[config.mk]
export PLATFORM = sky130hd
export DESIGN_NAME = bss_ctrl
export DESIGN_NICKNAME = d
export VERILOG_FILES = /design/src/bss_pkg.sv /design/src/bss_ctrl.sv
export SDC_FILE = /design/constraint.sdc
export NUM_CORES = 1
export LEC_CHECK = 0
export BUFFER_PORTS_ARGS = -buffer_cell sky130_fd_sc_hd__buf_4
export CAP_MARGIN = 25
export CORE_ASPECT_RATIO = 0.5
export CORE_MARGIN = 4
export CORE_UTILIZATION = 40
export DETAILED_ROUTE_END_ITERATION = 7
export HOLD_SLACK_MARGIN = 0.08
export PLACE_DENSITY = 0.69
export SLEW_MARGIN = 20
export SYNTH_ARGS = -nofsm -noshare
export SYNTH_HDL_FRONTEND = slang
export SYNTH_SLANG_ARGS = --single-unit
[constraint.sdc]
create_clock -name clk_i -period 2.6 [get_ports clk_i]
set_input_delay 0 -clock clk_i [delete_from_list [all_inputs] [get_ports clk_i]]
set_output_delay 0 -clock clk_i [all_outputs]
set_load 0.01 [all_outputs]
[src/bss_pkg.sv]
`timescale 1ns / 1ps
`default_nettype none
// ----------------------------------------------------------------------------
// Beep series sequencer package
// Shared sizes, request codes and the item and result types.
// ----------------------------------------------------------------------------
package bss_pkg;

  localparam int TableDepth = 256;
  localparam int AddrW      = $clog2(TableDepth);
  localparam int CntW       = $clog2(TableDepth + 1);
  localparam int FreqW      = 16;
  localparam int TicksW     = 16;
  localparam int EntryW     = FreqW + TicksW;

  localparam logic [TicksW-1:0] BeepMaxTicks = TicksW'(20);

  typedef enum logic [1:0] {
    REQ_TICK   = 2'd0,
    REQ_BEEP   = 2'd1,
    REQ_SERIES = 2'd2,
    REQ_STOP   = 2'd3
  } req_e;

  typedef struct packed {
    req_e              req;
    logic [FreqW-1:0]  freq;
    logic [TicksW-1:0] ticks;
    logic              last;
  } item_t;

  typedef struct packed {
    logic              tone_on;
    logic [FreqW-1:0]  freq;
    logic              tone_start;
    logic              tone_stop;
    logic              busy;
    logic              spk_req;
    logic              spk_rel;
  } res_t;

endpackage
`default_nettype wire

[src/bss_ctrl.sv]
`timescale 1ns / 1ps
`default_nettype none
// ----------------------------------------------------------------------------
// Beep series sequencer control
// Per-transaction sequencer: execute, table read with forwarding, commit.
// ----------------------------------------------------------------------------
module bss_ctrl (
  input  wire logic                       clk_i,
  input  wire logic                       rst_ni,
  input  wire logic                       beep_en_i,
  input  wire logic                       item_valid_i,
  output logic                            item_ready_o,
  input  wire bss_pkg::item_t             item_i,
  output logic                            res_valid_o,
  input  wire logic                       res_ready_i,
  output bss_pkg::res_t                   res_o,
  output logic                            mem_we_o,
  output logic [bss_pkg::AddrW-1:0]       mem_waddr_o,
  output logic [bss_pkg::EntryW-1:0]      mem_wdata_o,
  output logic                            mem_re_o,
  output logic [bss_pkg::AddrW-1:0]       mem_raddr_o,
  input  wire logic [bss_pkg::EntryW-1:0] mem_rdata_i
);

  typedef enum logic [1:0] {
    ST_IDLE,
    ST_EXEC,
    ST_FIN
  } state_e;

  typedef enum logic [1:0] {
    NEED_NONE,
    NEED_ADV,
    NEED_ARM
  } need_e;

  state_e                        state_q, state_d;
  need_e                         need_q, need_d;
  bss_pkg::item_t                item_q, item_d;
  logic [bss_pkg::CntW-1:0]      cnt_q, cnt_d;
  logic [bss_pkg::CntW-1:0]      lp_q, lp_d;
  logic [bss_pkg::AddrW-1:0]     play_q, play_d;
  logic [bss_pkg::TicksW-1:0]    ticks_q, ticks_d;
  logic                          pend_q, pend_d;
  logic [bss_pkg::FreqW-1:0]     cur_q, cur_d;
  logic                          ok_q, ok_d;
  logic                          fwd_q, fwd_d;
  logic [bss_pkg::EntryW-1:0]    fwd_data_q, fwd_data_d;
  logic                          tstart_q, tstart_d;
  logic                          tstop_q, tstop_d;
  logic                          spreq_q, spreq_d;
  logic                          sprel_q, sprel_d;

  always_comb begin
    logic [bss_pkg::TicksW-1:0] dec;
    logic [bss_pkg::TicksW-1:0] dur;
    logic [bss_pkg::CntW-1:0]   lp_nxt;
    logic [bss_pkg::EntryW-1:0] ent;
    logic                       on;

    state_d      = state_q;
    need_d       = need_q;
    item_d       = item_q;
    cnt_d        = cnt_q;
    lp_d         = lp_q;
    play_d       = play_q;
    ticks_d      = ticks_q;
    pend_d       = pend_q;
    cur_d        = cur_q;
    ok_d         = ok_q;
    fwd_d        = fwd_q;
    fwd_data_d   = fwd_data_q;
    tstart_d     = tstart_q;
    tstop_d      = tstop_q;
    spreq_d      = spreq_q;
    sprel_d      = sprel_q;
    item_ready_o = 1'b0;
    res_valid_o  = 1'b0;
    res_o        = '0;
    mem_we_o     = 1'b0;
    mem_waddr_o  = '0;
    mem_wdata_o  = '0;
    mem_re_o     = 1'b0;
    mem_raddr_o  = '0;
    dec          = ticks_q - bss_pkg::TicksW'(1);
    dur          = (item_q.ticks > bss_pkg::BeepMaxTicks) ? bss_pkg::BeepMaxTicks
                                                          : item_q.ticks;
    lp_nxt       = lp_q;
    ent          = fwd_q ? fwd_data_q : mem_rdata_i;
    on           = 1'b0;

    case (state_q)
      ST_IDLE: begin
        item_ready_o = 1'b1;
        if (item_valid_i) begin
          item_d  = item_i;
          state_d = ST_EXEC;
        end
      end

      ST_EXEC: begin
        need_d   = NEED_NONE;
        fwd_d    = 1'b0;
        tstart_d = 1'b0;
        tstop_d  = 1'b0;
        spreq_d  = 1'b0;
        sprel_d  = 1'b0;
        case (item_q.req)
          bss_pkg::REQ_TICK: begin
            if (ticks_q != '0) begin
              tstart_d = pend_q;
              pend_d   = 1'b0;
              ticks_d  = dec;
              if (dec == '0) begin
                need_d      = NEED_ADV;
                mem_re_o    = 1'b1;
                mem_raddr_o = play_q + bss_pkg::AddrW'(1);
                ok_d        = (bss_pkg::CntW'(play_q) + bss_pkg::CntW'(1)) < cnt_q;
              end
            end
          end
          bss_pkg::REQ_BEEP: begin
            if (beep_en_i && ticks_q == '0) begin
              mem_we_o    = 1'b1;
              mem_waddr_o = '0;
              mem_wdata_o = {item_q.freq, dur};
              cnt_d       = bss_pkg::CntW'(1);
              play_d      = '0;
              lp_d        = '0;
              pend_d      = 1'b0;
              ticks_d     = dur;
              cur_d       = item_q.freq;
              tstart_d    = (dur != '0);
              spreq_d     = 1'b1;
            end
          end
          bss_pkg::REQ_SERIES: begin
            if (beep_en_i && ticks_q == '0) begin
              if (lp_q < bss_pkg::CntW'(bss_pkg::TableDepth - 1)) begin
                mem_we_o    = 1'b1;
                mem_waddr_o = lp_q[bss_pkg::AddrW-1:0];
                mem_wdata_o = {item_q.freq, item_q.ticks};
                lp_nxt      = lp_q + bss_pkg::CntW'(1);
              end
              lp_d = lp_nxt;
              if (item_q.last) begin
                cnt_d       = lp_nxt;
                lp_d        = '0;
                play_d      = '0;
                need_d      = NEED_ARM;
                mem_re_o    = 1'b1;
                mem_raddr_o = '0;
                ok_d        = (lp_nxt != '0);
                // entry 0 written in this same cycle: bypass the RAM
                fwd_d       = mem_we_o && (lp_q == '0);
                fwd_data_d  = {item_q.freq, item_q.ticks};
              end
            end
          end
          bss_pkg::REQ_STOP: begin
            tstop_d = (ticks_q != '0) && !pend_q;
            cnt_d   = '0;
            play_d  = '0;
            ticks_d = '0;
            pend_d  = 1'b0;
            lp_d    = '0;
            sprel_d = 1'b1;
          end
          default: ;
        endcase
        state_d = ST_FIN;
      end

      ST_FIN: begin
        if (!ok_q) begin
          ent = '0;
        end
        case (need_q)
          NEED_ADV: begin
            tstop_d = 1'b1;
            if (ent[bss_pkg::EntryW-1:bss_pkg::TicksW] != '0 &&
                ent[bss_pkg::TicksW-1:0] != '0) begin
              play_d   = play_q + bss_pkg::AddrW'(1);
              ticks_d  = ent[bss_pkg::TicksW-1:0];
              cur_d    = ent[bss_pkg::EntryW-1:bss_pkg::TicksW];
              tstart_d = 1'b1;
            end else begin
              cnt_d   = '0;
              play_d  = '0;
              ticks_d = '0;
              pend_d  = 1'b0;
              sprel_d = 1'b1;
            end
          end
          NEED_ARM: begin
            ticks_d = ent[bss_pkg::TicksW-1:0];
            cur_d   = ent[bss_pkg::EntryW-1:bss_pkg::TicksW];
            pend_d  = (ent[bss_pkg::TicksW-1:0] != '0);
            spreq_d = 1'b1;
          end
          default: ;
        endcase
        on                = (ticks_d != '0) && !pend_d;
        res_o.tone_on     = on;
        res_o.freq        = on ? cur_d : '0;
        res_o.tone_start  = tstart_d;
        res_o.tone_stop   = tstop_d;
        res_o.busy        = (ticks_d != '0);
        res_o.spk_req     = spreq_d;
        res_o.spk_rel     = sprel_d;
        res_valid_o       = 1'b1;
        if (res_ready_i) begin
          need_d  = NEED_NONE;
          state_d = ST_IDLE;
        end else begin
          // hold until the output stage is free
          need_d   = need_q;
          play_d   = play_q;
          ticks_d  = ticks_q;
          cur_d    = cur_q;
          pend_d   = pend_q;
          cnt_d    = cnt_q;
          tstart_d = tstart_q;
          tstop_d  = tstop_q;
          spreq_d  = spreq_q;
          sprel_d  = sprel_q;
        end
      end

      default: state_d = ST_IDLE;
    endcase
  end

  always_ff @(posedge clk_i or negedge rst_ni) begin
    if (!rst_ni) begin
      state_q    <= ST_IDLE;
      need_q     <= NEED_NONE;
      item_q     <= '0;
      cnt_q      <= '0;
      lp_q       <= '0;
      play_q     <= '0;
      ticks_q    <= '0;
      pend_q     <= 1'b0;
      cur_q      <= '0;
      ok_q       <= 1'b0;
      fwd_q      <= 1'b0;
      fwd_data_q <= '0;
      tstart_q   <= 1'b0;
      tstop_q    <= 1'b0;
      spreq_q    <= 1'b0;
      sprel_q    <= 1'b0;
    end else begin
      state_q    <= state_d;
      need_q     <= need_d;
      item_q     <= item_d;
      cnt_q      <= cnt_d;
      lp_q       <= lp_d;
      play_q     <= play_d;
      ticks_q    <= ticks_d;
      pend_q     <= pend_d;
      cur_q      <= cur_d;
      ok_q       <= ok_d;
      fwd_q      <= fwd_d;
      fwd_data_q <= fwd_data_d;
      tstart_q   <= tstart_d;
      tstop_q    <= tstop_d;
      spreq_q    <= spreq_d;
      sprel_q    <= sprel_d;
    end
  end

endmodule
`default_nettype wire

==> results.cfg <==
[run_status]
outcome = finished with violations
failed_checks = setup timing

[sta]
clock.fmax_ghz = 0.339
report.final.hold_viol_count = 0
minimum_setup_slack_in_the_final_design_ns = -0.354
timing.final.crit_share_pct = 114
setup_viol_count_final = 116
hold_slack_ns = 0.0963
grt_setup_unrepaired = yes
worstMarginPinSlew_ns = 0.846
worst_clock_skew_ns = 0.0123
report.final.slew_viol_count = 0
tns_ns = -24.32
layout_min_cycle_time_ns = 2.95
timing.slew.headroom_pct = 43.6

[power]
cellLeakagePower_nw = 6.03
cellPowerDensity_nw_per_um2 = 928
vdd.ir_drop.worst_mv = 0.619

[critical_path]
critPathLaunchType = flip-flop
crit_arrival_ns = 2.95
critPathKind = flip-flop to output port
critPathRequiredTime_ns = 2.60
reg2reg_setup_slack_ns = -0.32
critical_path_buf_inv_count = 3
critical-path-max-stage-delay_ns = 0.41
critical_path.max_fanout = 8
endpoint_kind = output port
cp_top_family = compound AO/OA/AOI/OAI gates
crit_chain = nor4_2, nand4_1, a32oi_2, a311oi_4, buf_4, o21ai_4, buf_12, a2bb2oi_4, nor2_4, buf_6
cpMaxStageDelayCell = dfrtp_1

[global_routing]
grt-ovfl-total = 0
global_route.usage.total_pct = 26.6
number_of_antenna_violations_at_the_first_check_in_global_routing = 0
pin_count_of_the_biggest_net_entering_global_routing = 84
grt_first_pass_wirelength_um = 49100
first_global_vias = 8815

[logic_synthesis]
most_frequently_used_cell_type_in_the_post_synthesis_netlist = dfrtp_1
ys.warnings.count = 0
synth_sequential_area_ratio_pct = 40.8
ys.flop_type = dfrtp_1
distinct_cell_type_count_of_the_synthesized_netlist = 76
netlist.area_leader.share_pct = 40.8
yosysTopAreaCell = dfrtp_1
synth-async-reset-ratio_pct = 100
net_count_of_the_mapped_netlist = 965
ys_seq_elements = 136
synthCells = 868
synth-edff-count = 0
avgSynthCellArea_um2 = 9.61
ys_top_cells_by_area = dfrtp_1, mux2_2, mux2i_1, nor2_1, ha_1
syn_std_cell_area_um2 = 8340
synth.top_cells.by_count = dfrtp_1, nor2_1, mux2_2

[finish]
final_layout_size_suffix_gt1_share_pct = 46.7
filler_cells_inserted = 1449
fin_nets = 1321
insertedDiodeCount = 0
syn2layout_area_growth_pct = 63.9

[cts]
ctsHtreeMaxLevel = 4
clock_tree.buffer_depth = 2
cts_tree = yes
cts.sinks = 136
clk_pin_slew_ns = 0.07
clock_tree.root_cell = clkbuf_16
clk-insertion-delay-late_ns = 0.43
cts_inserted_buffers = 17

[drt]
detail_route.iter0.violations = 827
detailedRoute.firstPassIterationCount = 7
drt-total-wl_um = 33900
drt-vias-per-instance = 5.97
vias = 9010
wl_per_cell_um = 22.4
antenna_violating_nets_post_route = 0
drc = 0

[floorplanning]
initial_utilization_pct = 40.7
num_rows = 37
floorplan.die.height_um = 110
die_width_um = 212
top_level_ports = 146
dieArea_um2 = 23400
placeableCoreArea_um2 = 20500

[placement]
gpl.final_weighted_congestion = 0.956
dp_worst_setup_slack_ns = -0.159
place_hpwl_um = 20700
io_buffers = 145

[flow_run]
maxCapViolCount = 0

[hold_path]
holdCritPathClass = primary input to flip-flop
cell families after synthesis:
family	after synthesis	synth area share [%]
AO/OA/AOI/OAI	199	17.4
flip-flops	136	40.8
multiplexers	103	13.4
AND/OR/NAND/NOR	304	18.8
buffers and inverters	87	4.32
XOR/XNOR	14	1.47
adder cells (fa/ha/maj)	25	3.75
where the power goes:
| group | total [W] | internal, W | leakage, nW | switching [W] |
|---|---|---|---|---|
| Sequential | 0.00344 | 0.00273 | 1.75 | 0.000719 |
| Combinational | 0.00660 | 0.00312 | 3.98 | 0.00349 |
| Clock | 0.00264 | 0.00156 | 0.296 | 0.00108 |
| Total | 0.0127 | 0.00740 | 6.03 | 0.00529 |
flip-flops by register name, summed over array words and instances, names as in the netlist:
name / count
need_q: 2
lp_q: 9
fwd_data_q: 32
play_q: 8
spreq_q: 1
pend_q: 1
ticks_q: 16
state_q: 2
tstart_q: 1
item_q: 35
fwd_q: 1
cnt_q: 9
cur_q: 16
sprel_q: 1
ok_q: 1
tstop_q: 1
worst register-to-register path: stages, from the launching register on:
cell	delay [ns]
dfrtp_1	0.40
inv_2	0.09
ha_4	0.13
or4b_4	0.48
nor4_4	0.15
buf_4	0.17
buf_4	0.15
nand3_4	0.08
buf_4	0.16
a221o_1	0.30
a31o_4	0.30
a221o_2	0.38
layer usage:
metal	GRT usage, %	share of wire (%)	up-vias	wire length, um
met5	0	0	-	0
met4	9.29	3.6	0	1220
met3	6.98	7.6	108	2570
met2	42.8	48	462	16400
met1	35.2	41	4496	13700
li1	-	-	3944	-
per-stage QoR:
stage	cell area, um2	std cells	total power (W)	util (%)
6_report	13700	1510	0.0127	66.7
5_1_grt	13700	1510	0.0132	66.7
4_1_cts	12900	1491	0.0116	62.8
3_5_place_dp	10500	1358	0.00808	51.3
3_3_place_gp	10500	1358	0.00800	51.3
2_1_floorplan	8350	868	0.00609	-
worst paths after layout:
path	startpoint	endpoint	cells past startpoint
max reg2reg	ticks_q[1]$_DFFE_PN0P_	cur_q[1]$_DFFE_PN0P_	11
min reg2reg	cnt_q[7]$_DFFE_PN0P_	cnt_q[7]$_DFFE_PN0P_	1
min	mem_rdata_i[4]	ticks_q[4]$_DFFE_PN0P_	4
max	fwd_data_q[22]$_DFFE_PN0P_	res_o[14]	10
min in group asynchronous	rst_ni	lp_q[0]$_DFFE_PN0P_	2
max in group asynchronous	rst_ni	item_q[13]$_DFFE_PN0P_	3
area by class of cell:
type	count	area [um2]	area share (%)
Tap cell	273	342	2.50
Sequential cell	136	3400	24.9
Clock buffer	18	439	3.21
Inverter	38	148	1.08
Timing Repair Buffer	383	3430	25.1
Clock inverter	14	185	1.35
Multi-Input combinational cell	648	5720	41.8
layout by cell type (no fill, tap or decap), drive strengths merged, types with 6 or more instances in the layout:
cell type    instances
nand2b               6
xor2                 8
dlygate4sd3         67
a221o               17
nand2               52
o41ai                7
clkbuf              20
a31oi                8
nor4                20
and3                18
dfrtp              136
ha                  25
nand4               10
buf                314
xnor2                6
nor2                88
nand3               25
inv                 43
a21oi               31
o31ai                9
o2bb2ai              8
a22oi                9
a2bb2oi             20
mux2                68
nor3                20
a21o                 9
o21ai               45
and2                32
mux2i               35
what timing repair did:
item | in CTS | in global routing
buffers inserted | 30 | 17
pin swaps | 40 | 38
endpoints found under the hold margin | 150 | 0
cloned | 6 | 5
hold buffers | 67 | 0
endpoints found under the setup margin | 119 | 157
resized for setup | 171 | 141
No activity file was read; power rests on OpenSTA's default activity.
